<file path="src/hw/rtl/tpks_pkg.sv">
// shared types and constants of the tabulated phase kinetics step unit
package tpks_pkg;

  localparam int unsigned TablePointsDef = 11;
  localparam int unsigned DivDw = 49;
  localparam int unsigned DivVw = 34;
  localparam logic [16:0] FxOne = 17'h10000;

  typedef enum logic [4:0] {
    OP_NONE,
    OP_CHECK,
    OP_DIV_RATIO,
    OP_RCMP,
    OP_EMUL,
    OP_EFF,
    OP_SEG,
    OP_LATCH_LO,
    OP_MUL1,
    OP_MUL2,
    OP_TIME,
    OP_SEARCH,
    OP_SHIFT,
    OP_DIV_Q,
    OP_QLAT,
    OP_NEWF,
    OP_MASS
  } dp_op_e;

  typedef enum logic [1:0] {
    RD_ZERO,
    RD_IDX,
    RD_IDX1
  } rd_sel_e;

  typedef struct packed {
    logic    accept;
    dp_op_e  op;
    rd_sel_e rd_sel;
  } dp_cmd_t;

  typedef struct packed {
    logic invalid;
    logic direct;
    logic ratio_big;
    logic seg_past;
    logic hit;
    logic flat;
    logic last_seg;
    logic div_done;
  } dp_stat_t;

endpackage

</file>
<file path="src/hw/rtl/tpks_ctrl.sv">
// sequencer for load and step beats
module tpks_ctrl import tpks_pkg::*; (
  input  logic     clk_i,
  input  logic     rst_ni,
  input  logic     in_valid_i,
  input  logic     req_type_i,
  output logic     in_ready_o,
  output logic     out_valid_o,
  input  logic     out_ready_i,
  input  dp_stat_t stat_i,
  output dp_cmd_t  cmd_o
);

  localparam logic [4:0] S_IDLE  = 5'd0;
  localparam logic [4:0] S_T0    = 5'd1;
  localparam logic [4:0] S_CHK   = 5'd2;
  localparam logic [4:0] S_RGO   = 5'd3;
  localparam logic [4:0] S_RWAIT = 5'd4;
  localparam logic [4:0] S_RCMP  = 5'd5;
  localparam logic [4:0] S_EMUL  = 5'd6;
  localparam logic [4:0] S_EFF   = 5'd7;
  localparam logic [4:0] S_SEG   = 5'd8;
  localparam logic [4:0] S_RLO   = 5'd9;
  localparam logic [4:0] S_LO    = 5'd10;
  localparam logic [4:0] S_M1    = 5'd11;
  localparam logic [4:0] S_M2    = 5'd12;
  localparam logic [4:0] S_TIME  = 5'd13;
  localparam logic [4:0] S_SRCH  = 5'd14;
  localparam logic [4:0] S_NEXT  = 5'd15;
  localparam logic [4:0] S_SHIFT = 5'd16;
  localparam logic [4:0] S_QGO   = 5'd17;
  localparam logic [4:0] S_QWAIT = 5'd18;
  localparam logic [4:0] S_QLAT  = 5'd19;
  localparam logic [4:0] S_NEWF  = 5'd22;
  localparam logic [4:0] S_MASS  = 5'd23;
  localparam logic [4:0] S_OUT   = 5'd24;

  logic [4:0] state_q, state_d;

  always_ff @(posedge clk_i or negedge rst_ni) begin
    if (!rst_ni) begin
      state_q <= S_IDLE;
    end else begin
      state_q <= state_d;
    end
  end

  always_comb begin
    state_d       = state_q;
    cmd_o         = '0;
    cmd_o.op      = OP_NONE;
    cmd_o.rd_sel  = RD_ZERO;
    unique case (state_q)
      S_IDLE: begin
        cmd_o.accept = in_valid_i;
        if (in_valid_i && req_type_i) begin
          state_d = S_T0;
        end
      end
      S_T0: state_d = S_CHK;
      S_CHK: begin
        cmd_o.op = OP_CHECK;
        if (stat_i.invalid) begin
          state_d = S_OUT;
        end else if (stat_i.direct) begin
          state_d = S_SEG;
        end else begin
          state_d = S_RGO;
        end
      end
      S_RGO: begin
        cmd_o.op = OP_DIV_RATIO;
        state_d  = S_RWAIT;
      end
      S_RWAIT: if (stat_i.div_done) begin
        state_d = S_RCMP;
      end
      S_RCMP: begin
        cmd_o.op = OP_RCMP;
        state_d  = stat_i.ratio_big ? S_EMUL : S_OUT;
      end
      S_EMUL: begin
        cmd_o.op = OP_EMUL;
        state_d  = S_EFF;
      end
      S_EFF: begin
        cmd_o.op = OP_EFF;
        state_d  = S_SEG;
      end
      S_SEG: begin
        cmd_o.op = OP_SEG;
        state_d  = stat_i.seg_past ? S_MASS : S_RLO;
      end
      S_RLO: begin
        cmd_o.rd_sel = RD_IDX;
        state_d      = S_LO;
      end
      S_LO: begin
        cmd_o.op     = OP_LATCH_LO;
        cmd_o.rd_sel = RD_IDX1;
        state_d      = S_M1;
      end
      S_M1: begin
        cmd_o.op = OP_MUL1;
        state_d  = S_M2;
      end
      S_M2: begin
        cmd_o.op = OP_MUL2;
        state_d  = S_TIME;
      end
      S_TIME: begin
        cmd_o.op = OP_TIME;
        state_d  = S_SRCH;
      end
      S_SRCH: begin
        cmd_o.op = OP_SEARCH;
        if (stat_i.hit) begin
          state_d = stat_i.flat ? S_NEWF : S_QGO;
        end else begin
          state_d = stat_i.last_seg ? S_MASS : S_NEXT;
        end
      end
      S_NEXT: begin
        cmd_o.rd_sel = RD_IDX1;
        state_d      = S_SHIFT;
      end
      S_SHIFT: begin
        cmd_o.op = OP_SHIFT;
        state_d  = S_SRCH;
      end
      S_QGO: begin
        cmd_o.op = OP_DIV_Q;
        state_d  = S_QWAIT;
      end
      S_QWAIT: if (stat_i.div_done) begin
        state_d = S_QLAT;
      end
      S_QLAT: begin
        cmd_o.op = OP_QLAT;
        state_d  = S_NEWF;
      end
      S_NEWF: begin
        cmd_o.op = OP_NEWF;
        state_d  = S_MASS;
      end
      S_MASS: begin
        cmd_o.op = OP_MASS;
        state_d  = S_OUT;
      end
      S_OUT: if (out_ready_i) begin
        state_d = S_IDLE;
      end
      default: state_d = S_IDLE;
    endcase
  end

  assign in_ready_o  = state_q == S_IDLE;
  assign out_valid_o = state_q == S_OUT;

endmodule
</file>
<file path="config.mk">
export PLATFORM = sky130hd
export DESIGN_NAME = tpks_ctrl
export DESIGN_NICKNAME = d
export VERILOG_FILES = /design/src/hw/rtl/tpks_pkg.sv /design/src/hw/rtl/tpks_ctrl.sv
export SDC_FILE = /design/constraint.sdc
export NUM_CORES = 1
export LEC_CHECK = 0
export ABC_AREA = 1
export BUFFER_PORTS_ARGS = -buffer_cell sky130_fd_sc_hd__buf_4
export CORE_UTILIZATION = 49
export DETAILED_ROUTE_END_ITERATION = 10
export PLACE_DENSITY = 0.8
export SYNTH_ARGS = -nofsm -noshare
export SYNTH_HDL_FRONTEND = slang
export SYNTH_SLANG_ARGS = --single-unit
</file>
<file path="constraint.sdc">
create_clock -name clk_i -period 1.8 [get_ports clk_i]
set_clock_uncertainty 0.15 [all_clocks]
set_input_delay 0.36 -clock clk_i [delete_from_list [all_inputs] [get_ports clk_i]]
set_output_delay 0.36 -clock clk_i [all_outputs]
set_load 0.03 [all_outputs]
</file>
==> out/metrics.cfg, run 1 <==
[die]
initial_core_util_pct = 54.3
rows = 13
fp.dieH_um = 40.7
fp.dieW_um = 40.7
ios = 23

[place]
dpl_worst_slack_ns = -0.0523
place_area_um2 = 1140
numPortBuffers = 22
place_congestion = 1.01
dpl.hpwl_um = 2230

[logic_synthesis]
synth-edff-count = 0
yosysSeqAreaShare_pct = 17.1
ys_ff_latch = 5
synth_top_area_cell = nand2_1
avgSynthCellArea_um2 = 5.31
synth_mux_area_share_pct = 0
synthCells = 138
synth_commonest_cells = nand2_1 (42), nor2_1 (30), inv_1 (17)
synth.distinct_cells = 22
synth_nets = 151
synth_warnings = 0
synth_top_family_by_area = simple AND/OR/NAND/NOR gates
synthMostInstantiatedCell = nand2_1
synth_compound_area_share_pct = 9.22
async_reset_ff_share_pct = 100
syn-cell-area_um2 = 733
yosys-top-cells-area = nand2_1 (22%), dfrtp_1 (17%), nor2_1 (15%)
ys.flop_type = dfrtp_1
synth_simple_gate_area_share_pct = 63.5
synthAdderAreaFrac_pct = 0
synth_top_area_share_pct = 21.5
synth_xor_area_share_pct = 0

[clock_network]
postCtsHoldBufs = 1
cts_buffers = 3
post_cts_buffers = 11
cts_buffer_depth = 2
cts_root_buf = clkbuf_4
htreeDepth = 1
numClockSinks = 5
cts_resized = 45

[outcome]
status = did not finish
haltStage = clock tree synthesis
error = [ERROR DPL-0038] Utilization greater than 100%, impossible to legalize

## logic make-up after synthesis
group | Yosys count
AO/OA/AOI/OAI | 9
flip-flops | 5
buffers and inverters | 19
AND/OR/NAND/NOR | 105
## through the flow
step	cells	util, %
floorplan	138	-
detailed placement	202	84.2
global placement	202	84.2
==> run 2: changes to the inputs <==
Settings changed: CORE_AREA from default to 2 2 63 65, CORE_UTILIZATION 49 to default, DIE_AREA from default to 0 0 65 67, PLACE_DENSITY 0.8 to default, PLACE_DENSITY_LB_ADDON from default to 0.15.
==> run 2 against run 1 <==
The flow now finishes, with violations (setup timing). Synthesized cell count stayed put. Synthesized area stayed put.
==> out/metrics.cfg, run 2 <==
[clock_network]
clk_latency_ns = 0.22
numClockSinks = 5  ; unchanged
clk_pin_slew_ns = 0.04
htreeDepth = 1  ; unchanged
cts_tree = built
cts_buffers = 3  ; unchanged
cts_root_buf = clkbuf_8  ; was clkbuf_4
cts_buffer_depth = 2  ; unchanged

[logic_synthesis]
synth_commonest_cells = nand2_1 (42), nor2_1 (30), inv_1 (17)  ; unchanged
avgSynthCellArea_um2 = 5.31  ; unchanged
yosys-top-cells-area = nand2_1 (22%), dfrtp_1 (17%), nor2_1 (15%)  ; unchanged
ys_ff_latch = 5  ; unchanged
ys.flop_type = dfrtp_1  ; unchanged
synthMostInstantiatedCell = nand2_1  ; unchanged
syn-cell-area_um2 = 733  ; unchanged
synthCells = 138  ; unchanged
async_reset_ff_share_pct = 100  ; unchanged
synth_top_area_cell = nand2_1  ; unchanged
synth_warnings = 0  ; unchanged
synth-edff-count = 0  ; unchanged
synth_top_area_share_pct = 21.5  ; unchanged
synth_nets = 151  ; unchanged
yosysSeqAreaShare_pct = 17.1  ; unchanged
synth.distinct_cells = 22  ; unchanged

[global_route]
grt_pass1_vias = 1121
grt_max_degree = 7
grt_antenna_before_repair = 0
grt_pass1_wl_um = 5070
gr-total-overflow = 0
grt.total_usage_pct = 15.2

[power_and_ir_drop]
p_total_mw = 2.64
powerDensity_nw_per_um2 = 1730
cellLeakagePower_nw = 0.829
ir_drop_v = 0.000622

[critical_path]
end_kind = output port
cp_top_family = buffers and inverters
crit_type = reg -> out
cp_slowest_cell = dfrtp_1
worstPathArrival_ns = 1.47
path_cells = buf_4, nor2_1, buf_4, nand2_1, nand3_1, buf_6
cp_max_fo = 4
required_ns = 1.29
cp-start-kind = flip-flop
worst_path_largest_cell_delay_ns = 0.42
cpMostUsedCell = buf_4
path_buf_inv = 3

[timing]
tightest_slew_ns = 0.348
setup_ws_ns = -0.176
period_minus_slack_ns = 1.98
max_freq_ghz = 0.506
rsz0062_at_grt = true
post-route-period-util_pct = 110
fin_hold_ws_ns = 0.295
finalHoldViolCount = 0
setup_violations = 9
relSlewSlack_pct = 76.6
drv_slew = 0
setup-tns-final_ns = -1.11

[layout]
design_area_um2 = 1520
fin_cells = 256
final_core_util_pct = 42.3
fillers = 368
multiInputGateArea_um2 = 673
antenna_cells = 0
nNetsFinal = 222
final_cell_mix = buf_4 (54), nand2_1 (31), nor2_1 (20)
largest_reg_flops = 5
area_delta_synth_final_pct = 108
layout_commonest_cell = buf_4
largest-register = state_q
seq_area_um2 = 128
drive_gt1_share_pct = 57.7
reg.largest.list = state_q x5

[die]
ios = 23  ; unchanged
initial_core_util_pct = 20.3  ; was 54.3%
core_um2 = 3610
die_area_um2 = 4360
rows = 22  ; was 13
fp.dieW_um = 65  ; was 40.7 um
fp.dieH_um = 67  ; was 40.7 um

[drt]
detail-route-antenna-nets = 0
drtIter0Drc = 30
vias_per_cell = 4.42
num_vias = 1132
drc = 0
wl_per_cell_um = 12.0
routed_wl_um = 3080
first_pass_iters = 4

[job]
drv_cap = 0

[place]
dpl_worst_slack_ns = -0.0430  ; was -0.0523 ns
numPortBuffers = 22  ; unchanged
place_area_um2 = 1190  ; was 1140 um^2
dp.cells = 237  ; was 202
dpl.hpwl_um = 2440  ; was 2230 um
place_congestion = 0.974  ; was 1.01

[outcome]
status = finished, violations left  ; was did not finish
violations = setup timing

[min_path]
hold_path.class = in -> reg

run 2: cell counts after synthesis:
No cell type changed its count.
run 2: final timing paths:
path | start | end | slack (ns) | cells after the start
max | state_q[2] | cmd_o[5] | -0.18 | 6
min | stat_i[0] | state_q[0] | 0.30 | 3
max reg2reg | state_q[1] | state_q[2] | 0.02 | 11
min reg2reg | state_q[4] | state_q[4] | 0.66 | 5
max in group asynchronous | rst_ni | state_q[1] | 1.05 | 2
min in group asynchronous | rst_ni | state_q[0] | 0.33 | 2
run 2: cell families after synthesis:
group	after synthesis	share of synthesized area [%]
flops	5	17.1
compound gates	9	9.21
simple gates	105	63.5
buf+inv	19	10.2
run 2: repair_timing:
item                                    in CTS  in global routing
endpoints found under the setup margin       9                 12
gates resized for setup                     39                 16
endpoints found under the hold margin        5                  0
buffers inserted                            12                  2
pin swaps                                    7                  3
hold buffers                                 1                  0
run 2: final cells by class:
type | count | share of cell area [%]
Tap cell | 48 | 3.94
Multi-Input combinational cell | 114 | 44.2
Timing Repair Buffer | 67 | 36.1
Inverter | 18 | 4.43
Sequential cell | 5 | 8.37
Clock buffer | 4 | 2.96
run 2: tightest hold or removal path, cell delays in order:
cell and delay, ns:
buf_4 0.10, o21bai_4 0.07, nor2_1 0.09
run 2: report_power, final:
part / switching (mW) / internal, mW / total [mW]
combinational: 1.17 / 1.00 / 2.18
clock: 0.0557 / 0.152 / 0.208
sequential: 0.0800 / 0.173 / 0.253
total: 1.31 / 1.33 / 2.64
run 2: metal layers:
layer / part of all wire, % / global-route usage (%) / up-vias
met3: 4.7 / 1.86 / 10
li1: - / - / 578
met1: 43 / 18.6 / 502
met4: 2.4 / 8.24 / 0
met2: 50 / 25.8 / 42
met5: 0 / 0 / -
Note: power is estimated with default switching activity, not from simulation.
