<file path="src/hw/rtl/tpks_pkg.sv">
// shared types and constants of the tabulated phase kinetics step unit
package tpks_pkg;

  localparam int unsigned TablePointsDef = 11;
  localparam int unsigned DivDw = 49;
  localparam int unsigned DivVw = 34;
  localparam logic [16:0] FxOne = 17'h10000;

  typedef enum logic [4:0] {
    OP_NONE,
    OP_CHECK,
    OP_DIV_RATIO,
    OP_RCMP,
    OP_EMUL,
    OP_EFF,
    OP_SEG,
    OP_LATCH_LO,
    OP_MUL1,
    OP_MUL2,
    OP_TIME,
    OP_SEARCH,
    OP_SHIFT,
    OP_DIV_Q,
    OP_QLAT,
    OP_NEWF,
    OP_MASS
  } dp_op_e;

  typedef enum logic [1:0] {
    RD_ZERO,
    RD_IDX,
    RD_IDX1
  } rd_sel_e;

  typedef struct packed {
    logic    accept;
    dp_op_e  op;
    rd_sel_e rd_sel;
  } dp_cmd_t;

  typedef struct packed {
    logic invalid;
    logic direct;
    logic ratio_big;
    logic seg_past;
    logic hit;
    logic flat;
    logic last_seg;
    logic div_done;
  } dp_stat_t;

endpackage

</file>
<file path="src/hw/rtl/tpks_div.sv">
// shared restoring divider, one quotient bit per cycle
module tpks_div import tpks_pkg::*; (
  input  logic             clk_i,
  input  logic             rst_ni,
  input  logic             start_i,
  input  logic [DivDw-1:0] dividend_i,
  input  logic [DivVw-1:0] divisor_i,
  output logic             done_o,
  output logic [DivDw-1:0] quot_o
);

  localparam int unsigned CntW = $clog2(DivDw + 1);

  logic [DivDw-1:0] dvd_q;
  logic [DivVw-1:0] dvs_q;
  logic [DivVw-1:0] rem_q;
  logic [CntW-1:0]  cnt_q;
  logic             busy_q;
  logic             done_q;
  logic [DivVw:0]   rem2;
  logic             take;

  assign rem2 = {rem_q, dvd_q[DivDw-1]};
  assign take = rem2 >= {1'b0, dvs_q};

  always_ff @(posedge clk_i or negedge rst_ni) begin
    if (!rst_ni) begin
      busy_q <= 1'b0;
      done_q <= 1'b0;
      cnt_q  <= '0;
    end else begin
      done_q <= 1'b0;
      if (start_i) begin
        busy_q <= 1'b1;
        cnt_q  <= CntW'(DivDw);
      end else if (busy_q) begin
        cnt_q <= cnt_q - 1'b1;
        if (cnt_q == CntW'(1)) begin
          busy_q <= 1'b0;
          done_q <= 1'b1;
        end
      end
    end
  end

  // quotient bits shift in at the bottom as the dividend leaves at the top
  always_ff @(posedge clk_i) begin
    if (start_i) begin
      dvd_q <= dividend_i;
      dvs_q <= divisor_i;
      rem_q <= '0;
    end else if (busy_q) begin
      dvd_q <= {dvd_q[DivDw-2:0], take};
      rem_q <= take ? DivVw'(rem2 - {1'b0, dvs_q}) : DivVw'(rem2);
    end
  end

  assign done_o = done_q;
  assign quot_o = dvd_q;

endmodule

</file>
<file path="src/hw/rtl/tpks_dp.sv">
// datapath: table store, operand registers, multiplier and divider
module tpks_dp import tpks_pkg::*; #(
  parameter int unsigned TABLE_POINTS = TablePointsDef
) (
  input  logic               clk_i,
  input  logic               rst_ni,
  input  dp_cmd_t            cmd_i,
  output dp_stat_t           stat_o,
  input  logic               req_type_i,
  input  logic [3:0]         entry_index_i,
  input  logic signed [31:0] entry_time_i,
  input  logic signed [31:0] time_step_i,
  input  logic signed [31:0] current_time_i,
  input  logic signed [17:0] incubation_fraction_i,
  input  logic signed [17:0] mass_fraction_i,
  output logic               step_ok_o,
  output logic [16:0]        incubation_increment_o,
  output logic [16:0]        mass_increment_o
);

  localparam int unsigned Segs  = TABLE_POINTS - 1;
  localparam int unsigned IdxW  = $clog2(TABLE_POINTS);
  localparam int unsigned UW    = 17 + $clog2(TABLE_POINTS);
  localparam int unsigned SegIW = UW - 16;
  localparam int unsigned RcpSh = UW + $clog2(Segs);
  localparam int unsigned NfW   = 2 * UW + 1;
  localparam logic [63:0] RcpFull = ((64'd1 << RcpSh) + 64'(Segs) - 64'd1) / 64'(Segs);

  logic signed [31:0] tbl [TABLE_POINTS];
  logic signed [31:0] rd_q;
  logic [IdxW-1:0]    rd_addr;
  logic [TABLE_POINTS-1:0] loaded_q;

  logic signed [31:0] dt_q;
  logic               now_neg_q;
  logic signed [17:0] incu_q;
  logic signed [17:0] m_q;
  logic signed [31:0] t0_q;
  logic signed [33:0] step_q;
  logic signed [49:0] prod_q;
  logic signed [50:0] acc_q;
  logic signed [39:0] t_q;
  logic signed [31:0] lo_q;
  logic signed [31:0] hi_q;
  logic [IdxW-1:0]    idx_q;
  logic [16:0]        f_q;
  logic [16:0]        q_q;
  logic [16:0]        newf_q;
  logic               ok_q;
  logic [16:0]        incu_inc_q;
  logic [16:0]        mass_inc_q;

  logic [UW-1:0]      u_w;
  logic [SegIW-1:0]   i0_w;
  logic [16:0]        f_w;
  logic signed [17:0] mul_a;
  logic signed [31:0] mul_b;
  logic signed [49:0] mul_p;
  logic signed [39:0] d_w;
  logic signed [32:0] den_w;
  logic               invalid_w;
  logic               direct_w;
  logic               hit_w;
  logic               last_w;
  logic               div_start;
  logic [DivDw-1:0]   div_dvd;
  logic [DivVw-1:0]   div_dvs;
  logic               div_done;
  logic [DivDw-1:0]   quot;
  logic               load_w;
  logic [UW-1:0]      nf_num_w;
  logic [NfW-1:0]     nf_prod_w;

  // table store
  assign load_w = cmd_i.accept && !req_type_i &&
                  ({2'b00, entry_index_i} < 6'(TABLE_POINTS));

  always_comb begin
    unique case (cmd_i.rd_sel)
      RD_ZERO: rd_addr = '0;
      RD_IDX:  rd_addr = idx_q;
      RD_IDX1: rd_addr = idx_q + 1'b1;
      default: rd_addr = '0;
    endcase
  end

  always_ff @(posedge clk_i) begin
    if (load_w) begin
      tbl[IdxW'(entry_index_i)] <= entry_time_i;
    end
    rd_q <= tbl[rd_addr];
  end

  always_ff @(posedge clk_i or negedge rst_ni) begin
    if (!rst_ni) begin
      loaded_q <= '0;
    end else if (load_w) begin
      loaded_q[IdxW'(entry_index_i)] <= 1'b1;
    end
  end

  // mass fraction to segment and offset
  assign u_w  = UW'(m_q[16:0]) * UW'(Segs);
  assign i0_w = (u_w == '0) ? '0 : SegIW'((u_w - UW'(1)) >> 16);
  assign f_w  = 17'(u_w - {i0_w, 16'b0});

  always_comb begin
    case (cmd_i.op)
      OP_MUL1: begin
        mul_a = $signed({1'b0, f_q});
        mul_b = rd_q;
      end
      OP_MUL2: begin
        mul_a = $signed({1'b0, FxOne - f_q});
        mul_b = lo_q;
      end
      default: begin
        mul_a = $signed({1'b0, FxOne - incu_q[16:0]});
        mul_b = t0_q;
      end
    endcase
  end
  assign mul_p = mul_a * mul_b;

  assign d_w   = t_q - 40'(lo_q);
  assign den_w = 33'(hi_q) - 33'(lo_q);

  // fraction over the segment count by reciprocal multiply, exact for this range
  assign nf_num_w  = UW'({idx_q, 16'b0}) + UW'(q_q);
  assign nf_prod_w = NfW'(nf_num_w) * NfW'(RcpFull[UW:0]);

  assign invalid_w = (loaded_q != '1) || dt_q[31] || now_neg_q || incu_q[17] || m_q[17];
  assign direct_w  = (rd_q <= 32'sd0) || (incu_q >= $signed(18'h10000));
  assign hit_w     = (t_q >= 40'(lo_q)) && (t_q <= 40'(hi_q));
  assign last_w    = idx_q == IdxW'(Segs - 1);

  always_comb begin
    div_start = 1'b0;
    div_dvd   = '0;
    div_dvs   = '0;
    case (cmd_i.op)
      OP_DIV_RATIO: begin
        div_start = 1'b1;
        div_dvd   = {2'b00, dt_q[30:0], 16'b0};
        div_dvs   = {2'b00, t0_q};
      end
      OP_DIV_Q: begin
        div_start = 1'b1;
        div_dvd   = {d_w[32:0], 16'b0};
        div_dvs   = {1'b0, den_w};
      end
      default: ;
    endcase
  end

  tpks_div u_div (
    .clk_i      (clk_i),
    .rst_ni     (rst_ni),
    .start_i    (div_start),
    .dividend_i (div_dvd),
    .divisor_i  (div_dvs),
    .done_o     (div_done),
    .quot_o     (quot)
  );

  always_ff @(posedge clk_i) begin
    if (cmd_i.accept && req_type_i) begin
      dt_q      <= time_step_i;
      now_neg_q <= current_time_i[31];
      incu_q    <= incubation_fraction_i;
      m_q       <= mass_fraction_i;
    end
    case (cmd_i.op)
      OP_CHECK: begin
        t0_q       <= rd_q;
        step_q     <= 34'(dt_q);
        ok_q       <= !invalid_w;
        mass_inc_q <= '0;
        incu_inc_q <= '0;
        if (!invalid_w && direct_w) begin
          incu_inc_q <= (incu_q >= $signed(18'h10000)) ? 17'd0 : FxOne;
        end
      end
      OP_RCMP: begin
        incu_inc_q <= quot[16:0];
      end
      OP_EMUL: begin
        prod_q <= mul_p;
      end
      OP_EFF: begin
        step_q     <= 34'(dt_q) - 34'(prod_q >>> 16);
        incu_inc_q <= FxOne - incu_q[16:0];
      end
      OP_SEG: begin
        idx_q  <= IdxW'(i0_w);
        f_q    <= f_w;
        newf_q <= FxOne;
      end
      OP_LATCH_LO: begin
        lo_q <= rd_q;
      end
      OP_MUL1: begin
        hi_q   <= rd_q;
        prod_q <= mul_p;
      end
      OP_MUL2: begin
        acc_q <= 51'(prod_q) + 51'(mul_p);
      end
      OP_TIME: begin
        t_q <= 40'(acc_q >>> 16) + 40'(step_q);
      end
      OP_SEARCH: begin
        q_q    <= '0;
        newf_q <= FxOne;
        if (!hit_w && !last_w) begin
          idx_q <= idx_q + 1'b1;
        end
      end
      OP_SHIFT: begin
        lo_q <= hi_q;
        hi_q <= rd_q;
      end
      OP_QLAT: begin
        q_q <= quot[16:0];
      end
      OP_NEWF: begin
        newf_q <= 17'(nf_prod_w >> RcpSh);
      end
      OP_MASS: begin
        mass_inc_q <= ({1'b0, newf_q} > $unsigned(m_q)) ?
                      17'({1'b0, newf_q} - $unsigned(m_q)) : 17'd0;
      end
      default: ;
    endcase
  end

  always_comb begin
    stat_o           = '0;
    stat_o.invalid   = invalid_w;
    stat_o.direct    = direct_w;
    stat_o.ratio_big = (50'(quot) + 50'(incu_q[16:0])) > 50'(FxOne);
    stat_o.seg_past  = i0_w >= SegIW'(Segs);
    stat_o.hit       = hit_w;
    stat_o.flat      = hi_q == lo_q;
    stat_o.last_seg  = last_w;
    stat_o.div_done  = div_done;
  end

  assign step_ok_o              = ok_q;
  assign incubation_increment_o = incu_inc_q;
  assign mass_increment_o       = mass_inc_q;

endmodule

</file>
<file path="config.mk">
export PLATFORM = sky130hd
export DESIGN_NAME = tpks_dp
export DESIGN_NICKNAME = d
export VERILOG_FILES = /design/src/hw/rtl/tpks_pkg.sv /design/src/hw/rtl/tpks_div.sv /design/src/hw/rtl/tpks_dp.sv
export SDC_FILE = /design/constraint.sdc
export NUM_CORES = 2
export LEC_CHECK = 0
export CORE_MARGIN = 3
export CORE_UTILIZATION = 52
export DETAILED_ROUTE_END_ITERATION = 10
export DONT_BUFFER_PORTS = 1
export PLACE_DENSITY = 0.77
export SLEW_MARGIN = 0
export SYNTH_ARGS = -nofsm -noshare
export SYNTH_HDL_FRONTEND = slang
export SYNTH_SLANG_ARGS = --single-unit
export TNS_END_PERCENT = 100
</file>
<file path="constraint.sdc">
create_clock -name clk_i -period 25.4 [get_ports clk_i]
set_clock_uncertainty 0.15 [all_clocks]
set_input_delay 1.27 -clock clk_i [delete_from_list [all_inputs] [get_ports clk_i]]
set_output_delay 1.27 -clock clk_i [all_outputs]
set_load 0.1 [all_outputs]
</file>
==> flow_summary.toml <==
[critical_path]
crit_buf_inv = 4
path_max_fanout = 11
arrival_ps = 12640
crit_slowest_cell = "o21a_1"
critical_path.max_stage_delay_ps = 870
cp-start-kind = "register"
crit_type = "register to register"
reg2reg_depth = 38
timing.rr.end = "acc_q[48]$_DFFE_PN_"
worstPathRequired_ps = 25740
r2r_slack_ps = 13100
worst_path_most_repeated_cell = "fa_1"
reg2reg_from = "incu_q[4]$_DFFE_PP_"
end_kind = "register"
cp_top_family = "adder cells"

[clocking]
cts_setup_buffers = 0
clkTransAtPathRegs_ps = 60
ctsHoldBuffers = 0
cts_tree = "yes"
cts_root_buffer = "clkbuf_16"
insertion_delay_ps = 780
cts_resized = 0
clock_sinks = 928
numCtsBuffers = 96
cts_buffer_depth = 3
cts-htree-levels = 3

[job]
maxCapViolCount = 0

[synth]
synth_edf_count = 843
synth-xor-area-share = 0.0352
synth_top_family_by_area = "adder cells"
muxShareOfSynthArea = 0.0404
synth-compound-area-share = 0.105
ys_async_sr_fraction = 0.0205
synth-adder-area-share = 0.285
netlist_area_sq_mm = 0.0758
syn_nets = 8705
yosysUniqueCellTypes = 95
yosysWarnings = 0
synth-simple-area-share = 0.108
synth_flop_cell = "edfxtp_1"
synth_cells = 7235
syn_area_per_cell_sq_um = 10.5
synth_seq_area_share = 0.358
synth-seq-cells = 928

[grt]
grt_pass1_vias = 55000
grt_overflow = 0
track_usage = 0.275
grt_pass1_wl_microns = 319000
antenna_found_initial = 14
grt_max_degree = 75

[status]
outcome = "finished clean"

[die]
die_area_sq_mm = 0.150
initial_utilization = 0.526
ios = 190
die_y_microns = 388
die_w_microns = 388
core_sq_mm = 0.144
row_count = 139

[timing]
fmax_mhz = 81.3
min_period_ps = 12300
relSlewSlack = 0.107
timing.final.crit_share = 0.484
hold_violations = 0
rsz0062_at_grt = "no"
slew_viol_final = 0
setup_viol = 0
setup_tns_ps = 0
tightest_slew_ps = 1340

[route]
drc = 0
vias_per_cell = 5.94
wl_per_cell_microns = 22.6
vias = 54400
ant_nets = 0
wl_microns = 207000
dr.pass1.iters = 6
drt_iter0_markers = 5132

[finish]
final_nets = 8638
finalInstanceArea_sq_mm = 0.0816
drive_above_1_share = 0.0575
areaGrowthSynthToFinish_pct = 7.69
fillerInstances = 11700

[hold_path]
hold_class = "input port to async pin"

[placed_design]
hpwlAfterDp_microns = 158000
place_congestion = 0.990
portBuffers = 0
place_area_sq_mm = 0.0781
sequential cells by signal, summed over array words and instances (netlist names), 33 cells and up:
register      flops
u_div.rem_q      34
tbl             352
prod_q           50
t_q              36
step_q           34
u_div.dvs_q      33
acc_q            35
u_div.quot_o     49
worst register-to-register path: cells and delay by family (launching register included):
kind | cells | cell delay, ps
compound gates | 7 | 3110
xor+xnor | 3 | 730
fa+ha+maj | 8 | 3910
buf+inv | 4 | 220
flops | 1 | 470
simple gates | 16 | 3500
cell type report:
class	count	area (sq um)	share of cell area
Antenna cell	9	22.5	0.000276
Clock buffer	110	2500	0.0306
Clock inverter	72	1000	0.0122
Inverter	1134	4260	0.0522
Multi-Input combinational cell	4939	43800	0.537
Sequential cell	928	27100	0.332
Tap cell	1903	2380	0.0292
Timing Repair Buffer	69	558	0.00684
kinds of logic (layout without fill, tap and decap cells):
family | Yosys count | after routing
adder cells (fa/ha/maj) | 1323 | 1323
AND/OR/NAND/NOR | 1809 | 1809
XOR/XNOR | 305 | 305
AO/OA/AOI/OAI | 1241 | 1241
other | 0 | 9
buffers and inverters | 1368 | 1385
flip-flops | 928 | 928
multiplexers | 261 | 261
worst max path at each step:
| stage | start | slack (ps) | depth (start not counted) | endpoint |
|---|---|---|---|---|
| after floorplan | cmd_i[6] | 13970 | 44 | acc_q[48]$_DFFE_PN_ |
| after global placement | cmd_i[4] | 13190 | 40 | acc_q[48]$_DFFE_PN_ |
| after detailed placement | cmd_i[4] | 13070 | 36 | acc_q[47]$_DFFE_PN_ |
| after CTS | incu_q[5]$_DFFE_PP_ | 13440 | 42 | acc_q[48]$_DFFE_PN_ |
| after global routing | incu_q[4]$_DFFE_PP_ | 12560 | 42 | acc_q[48]$_DFFE_PN_ |
| final | incu_q[4]$_DFFE_PP_ | 13100 | 38 | acc_q[48]$_DFFE_PN_ |
metrics by stage:
stage	utilization	hold slack, ps	cells	worst slack, ps
after detailed placement	0.542	306	8973	13070
after floorplan	-	280	7235	13970
after global placement	0.542	301	8973	13190
final	0.566	80.1	9164	13100
after global routing	0.566	45.1	9158	12560
after CTS	0.566	28.8	9155	13440
cell usage in the layout (no fill, tap or decap), drive strengths merged, types with 26 or more instances in the layout:
master / n
a211oi: 51
a21o: 180
a21oi: 278
a22oi: 63
a31oi: 31
and2: 91
and3: 40
buf: 69
clkbuf: 110
clkinv: 44
dfxtp: 66
edfxtp: 843
fa: 677
ha: 646
inv: 1141
mux2: 38
mux2i: 191
mux4: 32
nand2: 725
nand2b: 64
nand3: 90
nand4: 55
nor2: 498
nor2b: 49
nor3: 79
o21a: 48
o21ai: 353
o21bai: 34
o31ai: 30
or2: 26
xnor2: 177
xor2: 128
synth_stat cells (20+ instances only):
cell type / n / area (sq um)
o21ai_0: 332 / 1660
a21oi_1: 274 / 1370
mux4_2: 32 / 721
nand3_1: 90 / 450
mux2i_1: 191 / 1910
a211oi_1: 51 / 383
mux2_2: 38 / 428
xnor2_1: 177 / 1550
nor2_1: 497 / 1870
or2_2: 25 / 156
inv_1: 1134 / 4260
a31oi_1: 31 / 194
o21a_1: 48 / 360
and3_1: 40 / 250
a21o_1: 178 / 1340
fa_1: 677 / 13600
nor2b_1: 49 / 307
o21ai_1: 20 / 100
nand4_1: 55 / 344
ha_1: 646 / 8080
nand2_1: 725 / 2720
edfxtp_1: 843 / 25300
xor2_1: 128 / 1120
dfxtp_1: 66 / 1320
nor4_1: 24 / 150
and2_1: 89 / 557
o21bai_1: 34 / 255
a22oi_1: 63 / 473
nand2b_1: 64 / 400
o31ai_1: 29 / 218
clkbuf_1: 209 / 785
nor3_1: 77 / 385
metal layers:
layer  wire length, microns  vias up  share of wire  GRT usage
met2                  94200     2624           0.46      0.435
met4                  13400        2          0.065      0.153
met5                     13        -       0.000063   0.000319
met3                  19800      611          0.096     0.0610
met1                  79500    26800           0.38      0.353
li1                       -    24400              -          -
Power is not shown: default switching activity piles up to over one toggle a cycle in this logic, so the estimate is an artifact.
